[config.mk]
export PLATFORM = sky130hd
export DESIGN_NAME = pnc_dist
export DESIGN_NICKNAME = d
export VERILOG_FILES = /design/src/pnc_pkg.sv /design/src/pnc_dist.sv
export SDC_FILE = /design/constraint.sdc
export NUM_CORES = 1
export LEC_CHECK = 0
export ABC_CLOCK_PERIOD_IN_PS = 13900
export BUFFER_PORTS_ARGS = -buffer_cell sky130_fd_sc_hd__buf_2
export CORE_UTILIZATION = 60
export DETAILED_ROUTE_END_ITERATION = 10
export PLACE_DENSITY = 0.87
export SLEW_MARGIN = 20
export SYNTH_ARGS = -nofsm -noshare
export SYNTH_HDL_FRONTEND = slang
export SYNTH_SLANG_ARGS = --single-unit
[constraint.sdc]
create_clock -name i_clk -period 13.9 [get_ports i_clk]
set_clock_uncertainty 0.15 [all_clocks]
set_input_delay 0.695 -clock i_clk [delete_from_list [all_inputs] [get_ports i_clk]]
set_output_delay 0.695 -clock i_clk [all_outputs]
set_load 0.005 [all_outputs]
[src/pnc_pkg.sv]
// ----------------------------------------------------------------------------
// pnc_pkg
// Shared types and constants for the nearest palette colour quantiser.
// ----------------------------------------------------------------------------
package pnc_pkg;

    localparam int CH_W     = 8;
    localparam int ERR_W    = 16;
    localparam int DIST_W   = 2 * CH_W + 2;
    localparam int SIZE_W   = 9;
    localparam int IDX_W    = 8;
    localparam int SCAN_CAP = 256;

    localparam int DEF_PALETTE_DEPTH = 256;

    localparam logic CMD_LOAD  = 1'b0;
    localparam logic CMD_PIXEL = 1'b1;

    localparam logic [SIZE_W-1:0] SIZE_RESET = SIZE_W'(1);

    typedef struct packed {
        logic [CH_W-1:0] red;
        logic [CH_W-1:0] green;
        logic [CH_W-1:0] blue;
    } t_rgb;

endpackage

[src/pnc_dist.sv]
// ----------------------------------------------------------------------------
// pnc_dist
// Distance unit: squared Euclidean distance of one palette entry per
// cycle, registered, with the entry's index and colour carried alongside.
// ----------------------------------------------------------------------------
module pnc_dist
    import pnc_pkg::*;
#(
    parameter int AW = 8
) (
    input  logic              i_clk,
    input  logic              i_rst_n,
    input  logic              i_valid,
    input  logic [AW-1:0]     i_index,
    input  t_rgb              i_color,
    input  t_rgb              i_pixel,
    output logic              o_valid,
    output logic [AW-1:0]     o_index,
    output t_rgb              o_color,
    output logic [DIST_W-1:0] o_dist
);

    logic [CH_W-1:0]     d_red;
    logic [CH_W-1:0]     d_green;
    logic [CH_W-1:0]     d_blue;
    logic [2*CH_W-1:0]   sq_red;
    logic [2*CH_W-1:0]   sq_green;
    logic [2*CH_W-1:0]   sq_blue;
    logic [DIST_W-1:0]   n_dist;
    logic                r_valid;
    logic [AW-1:0]       r_index;
    t_rgb                r_color;
    logic [DIST_W-1:0]   r_dist;

    always_comb begin
        d_red    = (i_pixel.red > i_color.red) ? i_pixel.red - i_color.red
                                               : i_color.red - i_pixel.red;
        d_green  = (i_pixel.green > i_color.green) ? i_pixel.green - i_color.green
                                                   : i_color.green - i_pixel.green;
        d_blue   = (i_pixel.blue > i_color.blue) ? i_pixel.blue - i_color.blue
                                                 : i_color.blue - i_pixel.blue;
        sq_red   = {{CH_W{1'b0}}, d_red} * {{CH_W{1'b0}}, d_red};
        sq_green = {{CH_W{1'b0}}, d_green} * {{CH_W{1'b0}}, d_green};
        sq_blue  = {{CH_W{1'b0}}, d_blue} * {{CH_W{1'b0}}, d_blue};
        n_dist   = DIST_W'(sq_red) + DIST_W'(sq_green) + DIST_W'(sq_blue);
    end

    always_ff @(posedge i_clk) begin
        if (!i_rst_n) begin
            r_valid <= 1'b0;
        end else begin
            r_valid <= i_valid;
        end
    end

    always_ff @(posedge i_clk) begin
        r_index <= i_index;
        r_color <= i_color;
        r_dist  <= n_dist;
    end

    assign o_valid = r_valid;
    assign o_index = r_index;
    assign o_color = r_color;
    assign o_dist  = r_dist;

endmodule

==> results.yml <==
critical_path:
  timing.critical_path.slowest_stage_cell: "xnor2_1"
  timing_worst_setup_path_type: "input pin to register"
  worst-path-max-fanout: 12
  critical_path_required_ns: 14.00
  crit_path_frequent_cell: "fa_1"
  timing.critical_path.to_type: "register"
  cp.arrival_ns: 9.10
  cpLargestDelayFamily: "adder cells"
  worst_path_largest_cell_delay_ns: 0.76
  crit_path_start_kind: "input pin"
  critical_path.n_buffers_inverters: 7
placed_design:
  place_inst: 1202
  post-dp-hpwl_um: 14300
  place.port_buffers: 109
  finalWeightedCongestion: 0.888
detailed_routing:
  detailed_route_drc_error_count: 0
  postRouteWirelength_um: 16600
  detail_route.wl_per_cell_um: 13.7
  detailedRoute.firstPassIterationCount: 5
  route.antenna.remaining_nets: 0
  route.vias.total: 6273
  violation_count_after_the_first_detailed_route_iteration: 311
  route.detailed.vias_per_inst: 5.18
worst_hold_path:
  holdPathStages: 1
  worstHoldPathType: "input pin to register"
  hold_path_end: "o_index[7]"
  holdCritStartpoint: "i_index[7]"
synth:
  synth_ff_type: "dfxtp_1"
  synth_enable_flop_cells: 0
  synthTopCellsByArea: "fa_1, ha_1, dfxtp_1"
  synth_largest_type_area_fraction_pct: 32.9
  synth_top_family_by_area: "adder cells"
  syn_inst: 928
  yosysMostFrequentCell: "inv_1"
  synthSimpleGateAreaFrac_pct: 9.56
  synth-async-reset-ratio_pct: 0
  ys_ff_latch: 51
  netlist_area_um2: 8470
  synth_adder_area_share_pct: 51.2
  synth.distinct_cells: 57
  yosys_warnings: 0
  ys_seq_area_share_pct: 12.1
  synth_nets: 1250
  synthXorXnorAreaFrac_pct: 3.81
  postSynthAreaPerCell_um2: 9.13
  post_synth_mux_area_share_pct: 2.16
  yosys-top-cells-count: "inv_1, fa_1, ha_1"
  synth-compound-area-share_pct: 8.44
  yosys.area.top_type: "fa_1"
die:
  number_of_primary_i_o_pins: 110
  die-width_um: 121
  placementRows: 43
  floorplan.core_area_um2: 13800
  chipHeight_um: 121
  floorplan.initialDensity_pct: 61.2
  design.die.area_um2: 14600
timing:
  finalCritPeriodShare_pct: 64.8
  endpoints_failing_setup: 0
  fin_crit_ns: 9.00
  fmax_mhz: 111
  rsz0062_at_grt: "no"
  timing.max_slew.rel_slack_pct: 35.6
  slew_violations: 0
  final.setup.tns_ns: 0
  max_slew.worst_pin.slew_ns: 0.959
  finalHoldWorstSlack_ns: 0.330
  finalHoldViolations: 0
clock_tree:
  htree_num_levels: 2
  cts.repair.resized: 0
  clock_transition_time_at_the_flip_flop_clock_pins_of_the_worst_setup_and_hold_paths_ns: 0.08
  tritoncts_clock_tree: "done"
  number_of_buffers_created_by_cts: 5
  cts_root_buffer: "clkbuf_16"
  clkSinkCount: 51
  cts_hold_buf: 0
  cts_buffer_depth: 2
  post-cts-setup-buffers: 0
global_route:
  antenna_found_initial: 0
  wire_length_of_the_first_global_routing_pass_um: 28000
  sum_of_overflow_across_all_layers_after_global_routing: 0
  grt_max_degree: 19
  vias_in_the_first_global_route: 6356
  grt_usage_pct: 24.3
outcome:
  status: "complete, no violations"
finish:
  area.growth.synth_to_final_pct: 10.1
  final_cells: 1210
  fillCellCount: 1025
  number_of_nets_at_the_end_of_the_flow: 1351
  insertedDiodeCount: 0
  final_layout_size_suffix_gt1_share_pct: 13.7
job:
  maxCapViolCount: 0
-- cells by family (layout without fill, tap and decap cells) --
kind of cell             count (synthesis)  after routing
AND/OR/NAND/NOR                        165            165
AO/OA/AOI/OAI                          112            112
adder cells (fa/ha/maj)                263            263
flip-flops                              51             51
multiplexers                            18             18
XOR/XNOR                                36             36
buffers and inverters                  283            385
-- how the worst max path moves through the flow --
stage / from / to / slack (ns) / depth (start not counted)
global placement: i_color[16] / o_dist[17] / 4.90 / 30
finish: i_color[16] / o_dist[15] / 4.90 / 30
CTS: i_color[16] / o_dist[17] / 4.95 / 30
detailed placement: i_color[16] / o_dist[15] / 4.66 / 30
floorplan: i_pixel[16] / o_dist[17] / 5.70 / 31
global route: i_color[16] / o_dist[17] / 4.42 / 30
-- final cells by class --
class                           instances  area [µm²]  area share [%]
Timing Repair Buffer                  111         561            6.01
Clock buffer                            5         125            1.34
Inverter                              266         998            10.7
Clock inverter                          3        27.5           0.295
Multi-Input combinational cell        594        6360            68.3
Tap cell                              180         225            2.42
Sequential cell                        51        1020            11.0
-- layout by cell type, fill, tap and decap left out, types with 4 or more instances in the layout --
cell type,synthesis,layout
inv_1,264,264
fa_1,139,139
ha_1,124,124
buf_2,11,109
nor2_1,73,73
dfxtp_1,51,51
a21oi_1,37,37
nand2_1,22,22
xnor2_1,20,20
o21ai_0,19,19
nand2b_1,19,19
mux2i_1,16,16
a21o_1,15,15
xor2_1,15,15
or2_2,8,8
nor2b_1,7,7
o21bai_1,7,7
and2_1,5,5
a211oi_1,5,5
clkbuf_16,0,5
and3_1,4,4
or3_1,4,4
nand3_1,4,4
nand4_1,4,4
-- through the flow --
stage	setup WS (ns)	cell area (µm²)	util, %
after floorplan	5.70	8470	-
after global placement	4.90	9170	66.3
after detailed placement	4.66	9170	66.3
after CTS	4.95	9320	67.4
after global routing	4.42	9320	67.4
final	4.90	9320	67.4
-- per-layer routing --
| layer | global-route usage [%] | share of wire [%] | vias up | routed length (µm) |
|---|---|---|---|---|
| li1 | - | - | 3005 | - |
| met4 | 6.79 | 2.0 | 0 | 325 |
| met1 | 29.3 | 39 | 3080 | 6540 |
| met5 | 0 | 0 | - | 0 |
| met3 | 3.96 | 4.9 | 30 | 806 |
| met2 | 44.5 | 54 | 158 | 8890 |
-- sequential cells by signal, summed over array words and instances, names as in the netlist --
signal / cells
o_color: 24
o_valid: 1
o_index: 8
o_dist: 18
Power is not shown: default switching activity piles up to over one toggle a cycle in this logic, so the estimate is an artifact.
