## src/pnc_pkg.sv

```systemverilog
// ----------------------------------------------------------------------------
// pnc_pkg
// Shared types and constants for the nearest palette colour quantiser.
// ----------------------------------------------------------------------------
package pnc_pkg;

    localparam int CH_W     = 8;
    localparam int ERR_W    = 16;
    localparam int DIST_W   = 2 * CH_W + 2;
    localparam int SIZE_W   = 9;
    localparam int IDX_W    = 8;
    localparam int SCAN_CAP = 256;

    localparam int DEF_PALETTE_DEPTH = 256;

    localparam logic CMD_LOAD  = 1'b0;
    localparam logic CMD_PIXEL = 1'b1;

    localparam logic [SIZE_W-1:0] SIZE_RESET = SIZE_W'(1);

    typedef struct packed {
        logic [CH_W-1:0] red;
        logic [CH_W-1:0] green;
        logic [CH_W-1:0] blue;
    } t_rgb;

endpackage

```

## src/pnc_err.sv

```systemverilog
// ----------------------------------------------------------------------------
// pnc_err
// Carried colour error: adjusts and clamps the incoming pixel, and folds the
// pixel minus the chosen colour back into the saturating error registers.
// ----------------------------------------------------------------------------
module pnc_err
    import pnc_pkg::*;
(
    input  logic i_clk,
    input  logic i_rst_n,
    input  t_rgb i_pixel,
    input  t_rgb i_chosen,
    input  logic i_update,
    output t_rgb o_adjusted
);

    logic signed [ERR_W-1:0] r_err_red;
    logic signed [ERR_W-1:0] r_err_green;
    logic signed [ERR_W-1:0] r_err_blue;
    logic signed [ERR_W-1:0] n_err_red;
    logic signed [ERR_W-1:0] n_err_green;
    logic signed [ERR_W-1:0] n_err_blue;

    function automatic logic [CH_W-1:0] clamp_ch(input logic [CH_W-1:0] p,
                                                 input logic signed [ERR_W-1:0] e);
        logic signed [ERR_W:0] s;
        s = $signed({{(ERR_W-CH_W+1){1'b0}}, p}) + $signed({e[ERR_W-1], e});
        if (s < 0) begin
            clamp_ch = '0;
        end else if (s > $signed((ERR_W+1)'(255))) begin
            clamp_ch = CH_W'(8'hff);
        end else begin
            clamp_ch = s[CH_W-1:0];
        end
    endfunction

    function automatic logic signed [ERR_W-1:0] carry(input logic signed [ERR_W-1:0] e,
                                                      input logic [CH_W-1:0] p,
                                                      input logic [CH_W-1:0] c);
        logic signed [ERR_W+1:0] s;
        s = $signed({{2{e[ERR_W-1]}}, e}) + $signed({{(ERR_W-CH_W+2){1'b0}}, p})
          - $signed({{(ERR_W-CH_W+2){1'b0}}, c});
        if (s > $signed((ERR_W+2)'(32767))) begin
            carry = ERR_W'(16'sh7fff);
        end else if (s < -$signed((ERR_W+2)'(32768))) begin
            carry = ERR_W'(16'sh8000);
        end else begin
            carry = s[ERR_W-1:0];
        end
    endfunction

    always_comb begin
        o_adjusted.red   = clamp_ch(i_pixel.red,   r_err_red);
        o_adjusted.green = clamp_ch(i_pixel.green, r_err_green);
        o_adjusted.blue  = clamp_ch(i_pixel.blue,  r_err_blue);
        n_err_red   = carry(r_err_red,   i_pixel.red,   i_chosen.red);
        n_err_green = carry(r_err_green, i_pixel.green, i_chosen.green);
        n_err_blue  = carry(r_err_blue,  i_pixel.blue,  i_chosen.blue);
    end

    always_ff @(posedge i_clk) begin
        if (!i_rst_n) begin
            r_err_red   <= '0;
            r_err_green <= '0;
            r_err_blue  <= '0;
        end else if (i_update) begin
            r_err_red   <= n_err_red;
            r_err_green <= n_err_green;
            r_err_blue  <= n_err_blue;
        end
    end

endmodule

```

## config.mk

```make
export PLATFORM = sky130hd
export DESIGN_NAME = pnc_err
export DESIGN_NICKNAME = d
export VERILOG_FILES = /design/src/pnc_pkg.sv /design/src/pnc_err.sv
export SDC_FILE = /design/constraint.sdc
export NUM_CORES = 1
export LEC_CHECK = 0
export BUFFER_PORTS_ARGS = -buffer_cell sky130_fd_sc_hd__buf_4
export CORE_UTILIZATION = 35
export DETAILED_ROUTE_END_ITERATION = 12
export PLACE_DENSITY = 0.6
export SLEW_MARGIN = 25
export SYNTH_ARGS = -nofsm -noshare
export SYNTH_HDL_FRONTEND = slang
export SYNTH_SLANG_ARGS = --single-unit
export TNS_END_PERCENT = 5
```

## constraint.sdc

```tcl
create_clock -name i_clk -period 3.5 [get_ports i_clk]
set_clock_uncertainty 0.2 [all_clocks]
set_input_delay 0.7 -clock i_clk [delete_from_list [all_inputs] [get_ports i_clk]]
set_output_delay 0.7 -clock i_clk [all_outputs]
set_load 0.01 [all_outputs]
```

==> impl_metrics.csv, run 1 <==
group,metric,value,unit
cells_and_area,final_cell_mix,"195 x buf_4, 143 x inv_1, 77 x ha_1",
sta,hold_viol_final,0,
min_path,hold_path.class,"reg -> reg",
clock_network,clockBufferDepth,2,
sta,rsz0062_at_grt,"yes",
synthesis,synth_cell_types,74,
global_route,top_usage_layer,"met2",
floorplan,die_w,143,microns
worst_setup_path,critPathRequiredTime,2600,ps
clock_network,clk_pin_slew,80,ps
pwr,power.density,981,nW/um^2
floorplan,rows,51,
drt,vias,6969,
drt,routedWlPerCell,14.5,microns
sta,post-route-min-period,3710,ps
place,globalplace.congestion,0.842,
floorplan,initial_core_util,35.7,%
synthesis,synth_xor_area_share,6.96,%
sta,worst_slack,-207,ps
cells_and_area,drive_gt1_share,32.3,%
worst_setup_path,slowest_stage,"a211o_1",
global_route,antenna_found_initial,0,
worst_setup_path,crit_path_start_kind,"input port",
worst_setup_path,path_class,"in -> out",
place,io_buffers,74,
clock_network,cts_root_buffer,"clkbuf_16",
cells_and_area,syn2layout_area_growth,40.6,%
min_path,whs_path_depth,2,
drt,drt_iter0_drc,296,
synthesis,synth_top_flop_cell,"dfxtp_1",
synthesis,synth_top_family_by_area,"compound AO/OA/AOI/OAI gates",
global_route,grtUsageMet1,26.4,%
clock_network,h-tree-depth,2,
synthesis,synth.cell_area,6920,sq um
cells_and_area,num_antenna_cells,0,
synthesis,yosys.area_share.simple,14.7,%
drt,wirelength,19600,microns
pwr,p_leak,4.55,nW
synthesis,synth_area_leader_cell,"ha_1",
place,dp_hpwl,14900,microns
floorplan,io_pins,75,
global_route,grt_use_met3,1.84,%
synthesis,synth_nets,1059,
worst_setup_path,cp_cell_sequence,"buf_8 > ha_4 > a211o_1 > o211ai_1 > a211o_1 > buf_6 > a21oi_2 > nand2_1 > a211oi_2 > buf_6 > a21oi_2 > buf_4",
synthesis,synthMuxAreaShare,1.63,%
pwr,vdd_ir_drop_max,0.629,mV
worst_setup_path,cp.arrival,2810,ps
floorplan,die_h,143,microns
synthesis,seq_area_frac_synth,13.9,%
worst_setup_path,endpoint_kind,"output pin",
run_status,violations,"negative setup slack",
sta,finalMaxSlewViolations,0,
worst_setup_path,max_stage_delay,400,ps
global_route,grt_max_degree,43,
flow_run,cap_violations,0,
synthesis,synth_edf_count,0,
worst_setup_path,cpLargestDelayFamily,"compound AO/OA/AOI/OAI gates",
drt,viasPerCell,5.15,
sta,finalSetupTns,-2190,ps
sta,fmax,0.270,GHz
worst_setup_path,reg2reg_to,"r_err_red[14]$_SDFFE_PN0P_",
synthesis,yosys_warnings,0,
global_route,grt_pass1_vias,6589,
clock_network,cts-buffers-inserted,5,
worst_setup_path,crit_start,"i_pixel[17]",
pwr,p_total,9.55,mW
drt,ant_nets,0,
min_path,hold_end,"r_err_red[5]$_SDFFE_PN0P_",
global_route,grt-ovfl-total,0,
synthesis,synthArstFlopShare,0,%
clock_network,hold_buffers,0,
global_route,met2_usage,33.1,%
sta,relSlewSlack,50.7,%
clock_network,cts_tree,"built",
global_route,grt_use_total,19.4,%
run_status,status,"finished with violations",
sta,worst_pin_slew,734,ps
worst_setup_path,cp_max_fo,8,
worst_setup_path,path_buf_inv,4,
drt,drt_drc_violations_left,0,
worst_setup_path,regToRegSetupSlack,170,ps
synthesis,syn_avg_cell_area,7.82,sq um
clock_network,cts.sinks,48,
floorplan,core,19400,sq um
min_path,hp-start,"r_err_red[5]$_SDFFE_PN0P_",
sta,setup_viol,24,
sta,finalCritPeriodShare,106,%
synthesis,synth.area.top_cells,"ha_1 17%, dfxtp_1 14%, inv_1 8.0%",
cells_and_area,nets,1262,
clock_network,clock_insertion_delay_worst_skew,310,ps
floorplan,die_area,20300,sq um
synthesis,ys_seq_elements,48,
drt,drt_first_pass_iters,5,
worst_setup_path,reg2reg_depth,12,
synthesis,synth_cells,885,
synthesis,synthAdderAreaFrac,25.2,%
cells_and_area,layout_commonest_cell,"buf_4",
global_route,grt_pass1_wl,31700,microns
worst_setup_path,rr_startpoint,"r_err_red[2]$_SDFFE_PN0P_",
synthesis,synth_compound_area_share,28.0,%
synthesis,synth.top_cell.area_share,17.4,%
[area by class of cell]
class                           count  area (sq um)
Inverter                          148           556
Clock inverter                      2          38.8
Tap cell                          265           332
Clock buffer                        6           139
Sequential cell                    48           963
Fill cell                        1909          9670
Multi-Input combinational cell    672          5990
Timing Repair Buffer              213          1710
[synth_stat cells, types with 4 or more instances]
master / number
nor2b_1: 8
o21a_1: 12
o211ai_1: 14
nand3_1: 14
nand4_1: 5
o2111a_1: 4
or3_1: 6
a21o_1: 20
a31oi_1: 12
nand2b_1: 14
o21ai_0: 47
nor4_1: 7
clkbuf_1: 7
ha_1: 96
nand2_1: 55
and3_1: 5
a211o_1: 8
inv_1: 148
a21oi_1: 83
a221o_2: 4
a211oi_1: 13
and2_1: 6
fa_1: 27
a221o_1: 21
dfxtp_1: 48
nor3_1: 21
xnor2_1: 34
nor2_1: 40
buf_2: 5
mux2i_1: 9
xor2_1: 21
[worst max-delay path by stage]
| stage | endpoint | slack, ps | cells after the start |
|---|---|---|---|
| after floorplan | o_adjusted[16] | -40 | 10 |
| after global placement | o_adjusted[0] | -580 | 10 |
| after detailed placement | o_adjusted[1] | -590 | 10 |
| after CTS | o_adjusted[1] | -160 | 13 |
| after global routing | o_adjusted[20] | -290 | 12 |
| final | o_adjusted[17] | -210 | 12 |
[repair_timing]
action / CTS / global route
buffers inserted: 5 / 5
gates resized for setup: 73 / 73
endpoints found under the setup margin: 45 / 68
pin swaps: 27 / 40
[report_power, final]
part | switching, mW | internal, mW | leakage (nW)
combinational | 4.01 | 3.89 | 4.06
sequential | 0.269 | 0.769 | 0.397
clock | 0.246 | 0.359 | 0.0871
[sequential cells by signal (all words and copies together), names as in the netlist]
name / count
r_err_blue: 16
r_err_green: 16
r_err_red: 16
[tightest hold or removal path: cells and delay by family (launching register included)]
| kind | cells | cell delay (ps) |
|---|---|---|
| flip-flops | 1 | 330 |
| AO/OA/AOI/OAI | 1 | 60 |
| AND/OR/NAND/NOR | 1 | 50 |
[metrics by stage]
step | std cells | hold slack, ps | instance area [sq um] | setup WS [ps] | utilization, %
after floorplan | 885 | 251 | 6980 | -39.2 | -
after global placement | 1339 | 276 | 8760 | -577 | 45.2
after detailed placement | 1339 | 284 | 8770 | -585 | 45.2
after CTS | 1350 | 294 | 9330 | -157 | 48.1
after global routing | 1354 | 314 | 9730 | -290 | 50.2
final | 1354 | 293 | 9730 | -207 | 50.2
[cell families after synthesis]
logic type,after synthesis
xor gates and xnor gates,55
and+or+nand+nor,201
muxes,11
AOI/OAI and AO/OA,282
DFF,48
adders and majority gates,123
buffers and inverters,165
[per-layer routing]
metal	vias up	wire length [microns]
met5	-	0
met4	0	186
met3	16	499
met2	97	9420
met1	3308	9490
li1	3548	-
Power figures use the tool's default switching activity.
==> inputs of run 2 (changes only) <==
Settings changed: CORE_ASPECT_RATIO from default to 1.2.
==> impl_metrics.csv, run 2 (same netlist as run 1, synthesis figures left out) <==
group,metric,value,unit
drt,drt_drc_violations_left,0,
drt,wirelength,18900,microns
floorplan,rows,56,
sta,whs,294,ps
pwr,power.density,983,nW/um^2
drt,routedWlPerCell,14.1,microns
sta,worst_slack,-94.1,ps
worst_setup_path,reg2reg_depth,12,
floorplan,die_h,156,microns
place,dp_hpwl,14900,microns
worst_setup_path,cp.arrival,2690,ps
global_route,grt_pass1_vias,6687,
run_status,violations,"negative setup slack",
clock_network,cts_tree,"built",
worst_setup_path,cp_max_fo,8,
min_path,hold_path.class,"reg -> reg",
clock_network,clock_insertion_delay_worst_skew,310,ps
sta,worst_pin_slew,617,ps
pwr,p_leak,4.49,nW
min_path,hp-start,"r_err_red[5]$_SDFFE_PN0P_",
worst_setup_path,crit_path_start_kind,"input port",
worst_setup_path,rr_startpoint,"r_err_green[7]$_SDFFE_PN0P_",
global_route,grt_use_total,18.9,%
worst_setup_path,path_class,"in -> out",
pwr,vdd_ir_drop_max,0.593,mV
worst_setup_path,regToRegSetupSlack,200,ps
clock_network,h-tree-depth,2,
floorplan,io_pins,75,
place,io_buffers,74,
cells_and_area,nFillCells,1967,
pwr,p_total,9.24,mW
sta,rsz0062_at_grt,"yes",
sta,finalSetupTns,-1170,ps
drt,vias,6891,
cells_and_area,largest_registers,"r_err_blue: 16 flops, r_err_green: 16 flops, r_err_red: 16 flops",
place,globalplace.congestion,0.868,
global_route,grt-ovfl-total,0,
worst_setup_path,endpoint_kind,"output pin",
clock_network,cts-buffers-inserted,5,
min_path,hold_end,"r_err_red[5]$_SDFFE_PN0P_",
floorplan,initial_core_util,35.5,%
sta,finalMaxSlewViolations,0,
sta,fmax,0.278,GHz
drt,drt_iter0_drc,289,
clock_network,cts_root_buffer,"clkbuf_16",
floorplan,core,19500,sq um
sta,finalCritPeriodShare,103,%
sta,hold_viol_final,0,
cells_and_area,layout_commonest_cell,"buf_4",
cells_and_area,final_cell_mix,"194 x buf_4, 145 x inv_1, 85 x ha_1",
cells_and_area,nets,1255,
drt,ant_nets,0,
cells_and_area,drive_gt1_share,29.0,%
worst_setup_path,reg2reg_to,"r_err_green[10]$_SDFFE_PN0P_",
sta,setup_viol,22,
cells_and_area,final_util,48.2,%
global_route,grt_max_degree,43,
drt,viasPerCell,5.13,
min_path,whs_path_depth,2,
clock_network,clockBufferDepth,2,
place,dpl-instance-area,8740,sq um
floorplan,die_w,130,microns
clock_network,clk_pin_slew,80,ps
worst_setup_path,critPathRequiredTime,2600,ps
sta,post-route-min-period,3590,ps
clock_network,hold_buffers,0,
flow_run,cap_violations,0,
drt,drt_first_pass_iters,7,
global_route,grt_pass1_wl,31100,microns
cells_and_area,syn2layout_area_growth,35.7,%
cells_and_area,design_area,9400,sq um
global_route,antenna_found_initial,0,
cells_and_area,num_antenna_cells,0,
sta,relSlewSlack,58.9,%
clock_network,cts.sinks,48,
run_status,status,"finished with violations",
floorplan,die_area,20300,sq um
run 2: changes by cell type in the layout (fill, tap and decap cells not counted), sizes merged:
cell | before | now
buf | 213 | 206
clkinvlp | 0 | 1
inv | 148 | 149
clkinv | 1 | 0
clkbuf | 6 | 5
run 2: where the power goes:
part	switching (mW)	internal [mW]	total, mW
logic	3.81	3.78	7.59
registers	0.288	0.768	1.06
clock network	0.256	0.341	0.597
total	4.35	4.89	9.24
run 2: worst max path at each step:
stage                      start                        end  slack (ps)  cells past startpoint
global route          i_pixel[0]              o_adjusted[1]        -200                     13
CTS                   i_pixel[8]             o_adjusted[14]        -150                     14
finish                i_pixel[2]              o_adjusted[0]         -90                     11
detailed placement  i_chosen[17]  r_err_red[2]$_SDFFE_PN0P_        -410                     14
floorplan            i_pixel[16]             o_adjusted[16]         -40                     10
global placement      i_pixel[8]              o_adjusted[8]        -440                     14
run 2: final cells by class:
type	instances	area (sq um)	area share, %
inverter	148	556	5.91
sequential	48	962	10.2
clock buffer	5	125	1.33
timing repair buffer	206	1630	17.4
clock inverter	3	46.3	0.493
multi-input combinational	672	5750	61.2
tap	261	327	3.48
run 2: metrics by stage:
| step | instances | setup slack, ps |
|---|---|---|
| after floorplan | 885 | -39.2 |
| after global placement | 1329 | -439 |
| after detailed placement | 1329 | -409 |
| after CTS | 1340 | -146 |
| after global routing | 1343 | -200 |
| final | 1343 | -94.1 |
run 2: what timing repair did:
| item | in CTS | in global routing |
|---|---|---|
| endpoints found under the hold margin | 0 | 0 |
| buffers inserted | 4 | 4 |
| setup endpoints to repair | 46 | 67 |
| gates resized for setup | 40 | 56 |
| pin swaps | 8 | 31 |
run 2: critical path: stages:
cell     delay, ps
buf_4          110
ha_1           320
nor2b_2        170
o21ai_2        160
a21oi_2        100
o41ai_4        310
mux2i_4        320
nor4_4          70
buf_6          150
a21oi_1        140
buf_4          140
run 2: layer usage:
layer / track usage [%] / up-vias / routed length (microns)
met5: 0 / - / 0
met4: 4.76 / 0 / 320
met3: 2.50 / 19 / 628
met2: 33.9 / 122 / 9490
met1: 23.4 / 3218 / 8470
li1: - / 3532 / -
==> inputs of run 3 (changes only) <==
Settings changed: BUFFER_PORTS_ARGS -buffer_cell sky130_fd_sc_hd__buf_4 to -buffer_cell sky130_fd_sc_hd__buf_2.
==> impl_metrics.csv, run 3 (same netlist as run 1, synthesis figures left out) <==
group,metric,value,unit
worst_setup_path,cp.arrival,2740,ps
global_route,grt_pass1_wl,31400,microns
place,globalplace.congestion,0.855,
place,dp.cells,1345,
floorplan,io_pins,75,
floorplan,core,19500,sq um
pwr,pwr-share-clk,5.9,%
drt,vias,6933,
global_route,grt_max_degree,43,
place,dp_slack,-486,ps
worst_setup_path,endpoint_kind,"output pin",
worst_setup_path,crit_path_start_kind,"input port",
pwr,vdd_ir_drop_max,0.493,mV
clock_network,cts_root_buffer,"clkbuf_16",
pwr,p_sw,4.35,mW
cells_and_area,drive_gt1_share,30.0,%
sta,hold_viol_final,0,
drt,routedWlPerCell,14.0,microns
clock_network,clock_insertion_delay_worst_skew,310,ps
cells_and_area,syn2layout_area_growth,34.1,%
drt,ant_nets,0,
sta,finalCritPeriodShare,104,%
cells_and_area,final_cell_mix,"145 x inv_1, 145 x buf_4, 84 x ha_1",
drt,viasPerCell,5.09,
worst_setup_path,cpLargestDelayFamily,"buffers and inverters",
clock_network,h-tree-depth,2,
sta,fmax,0.275,GHz
sta,worst_slack,-136,ps
cells_and_area,layout.cells.non_filler,1362,
run_status,status,"finished with violations",
sta,relSlewSlack,56.5,%
drt,drt_first_pass_iters,5,
drt,drt_drc_violations_left,0,
run_status,violations,"negative setup slack",
sta,rsz0062_at_grt,"yes",
global_route,grt_pass1_vias,6728,
clock_network,clockBufferDepth,2,
worst_setup_path,max_stage_delay,330,ps
clock_network,cts_tree,"built",
floorplan,die_area,20300,sq um
global_route,grt-ovfl-total,0,
global_route,grt_use_total,19.2,%
sta,setup_viol,24,
floorplan,initial_core_util,35.5,%
place,dp_hpwl,14800,microns
worst_setup_path,path_buf_inv,4,
floorplan,die_h,156,microns
worst_setup_path,path_class,"in -> out",
pwr,p_leak,4.48,nW
place,io_buffers,74,
floorplan,rows,56,
floorplan,die_w,130,microns
worst_setup_path,cp_max_fo,8,
clock_network,clk_pin_slew,70,ps
clock_network,hold_buffers,0,
worst_setup_path,slowest_stage,"mux2_4",
worst_setup_path,critPathRequiredTime,2600,ps
global_route,antenna_found_initial,0,
sta,post-route-min-period,3640,ps
min_path,hold_path.class,"reg -> reg",
clock_network,cts.sinks,48,
worst_setup_path,cp_cell_sequence,"buf_2 > ha_4 > buf_4 > a21oi_2 > o2111ai_2 > a21oi_2 > mux2_4 > nor4_4 > buf_6 > a21oi_2 > buf_2",
pwr,power.density,982,nW/um^2
flow_run,cap_violations,0,
worst_setup_path,cp_common_cell,"a21oi_2",
pwr,share_comb_of_total_power,82.9,%
cells_and_area,largest_registers,"r_err_blue: 16 flops, r_err_green: 16 flops, r_err_red: 16 flops",
clock_network,cts-buffers-inserted,5,
sta,finalMaxSlewViolations,0,
sta,worst_pin_slew,653,ps
drt,drt_iter0_drc,179,
pwr,power_frac_seq,11.2,%
pwr,p_sw_share,47.7,%
drt,wirelength,19000,microns
cells_and_area,nets,1272,
pwr,p_int,4.77,mW
run 3: final timing paths:
check | from | to | slack (ps) | cells after the start
worst max register to register | r_err_blue[1]$_SDFFE_PN0P_ | r_err_blue[6]$_SDFFE_PN0P_ | 160 | 10
worst min-delay path | r_err_green[6]$_SDFFE_PN0P_ | r_err_green[6]$_SDFFE_PN0P_ | 330 | 1
worst max-delay path | i_pixel[2] | o_adjusted[6] | -140 | 11
worst min register to register | r_err_green[6]$_SDFFE_PN0P_ | r_err_green[6]$_SDFFE_PN0P_ | 330 | 1
run 3: repair_timing:
action	4_1_cts	5_1_grt
endpoints found under the setup margin	48	68
resized for setup	59	28
setup buffers	5	3
pin swaps	22	18
run 3: metal layers:
| layer | routed length, microns | GRT usage [%] |
|---|---|---|
| met4 | 180 | 4.11 |
| met2 | 9820 | 34.9 |
| met1 | 8600 | 23.8 |
| met5 | 0 | 0 |
| met3 | 424 | 2.23 |
run 3: area by class of cell:
class                      instances  area (sq um)
antenna                            2          5.00
clock buffer                       6           139
clock inverter                     2          13.8
fill                            1947         10200
inverter                         148           556
multi-input combinational        672          5730
sequential                        48           961
tap                              261           327
timing repair buffer             223          1560
run 3: power groups by stage:
stage / Sequential, mW / Clock, mW / Combinational, mW
after floorplan: 0.970 / 0 / 4.69
after global placement: 1.02 / 0 / 6.95
after detailed placement: 1.02 / 0 / 7.06
after CTS: 1.02 / 0.555 / 7.34
after global routing: 1.06 / 0.571 / 8.38
final: 1.02 / 0.536 / 7.56
run 3: per-stage QoR:
stage / cell area [sq um] / power (mW) / TNS, ps / util (%) / hold WS (ps)
after floorplan: 6980 / 5.66 / -527 / - / 251
after global placement: 8660 / 7.97 / -26340 / 44.5 / 308
after detailed placement: 8670 / 8.08 / -23140 / 44.5 / 312
after CTS: 9110 / 8.91 / -3310 / 46.8 / 330
after global routing: 9280 / 10.0 / -6910 / 47.6 / 358
final: 9280 / 9.11 / -1860 / 47.7 / 326
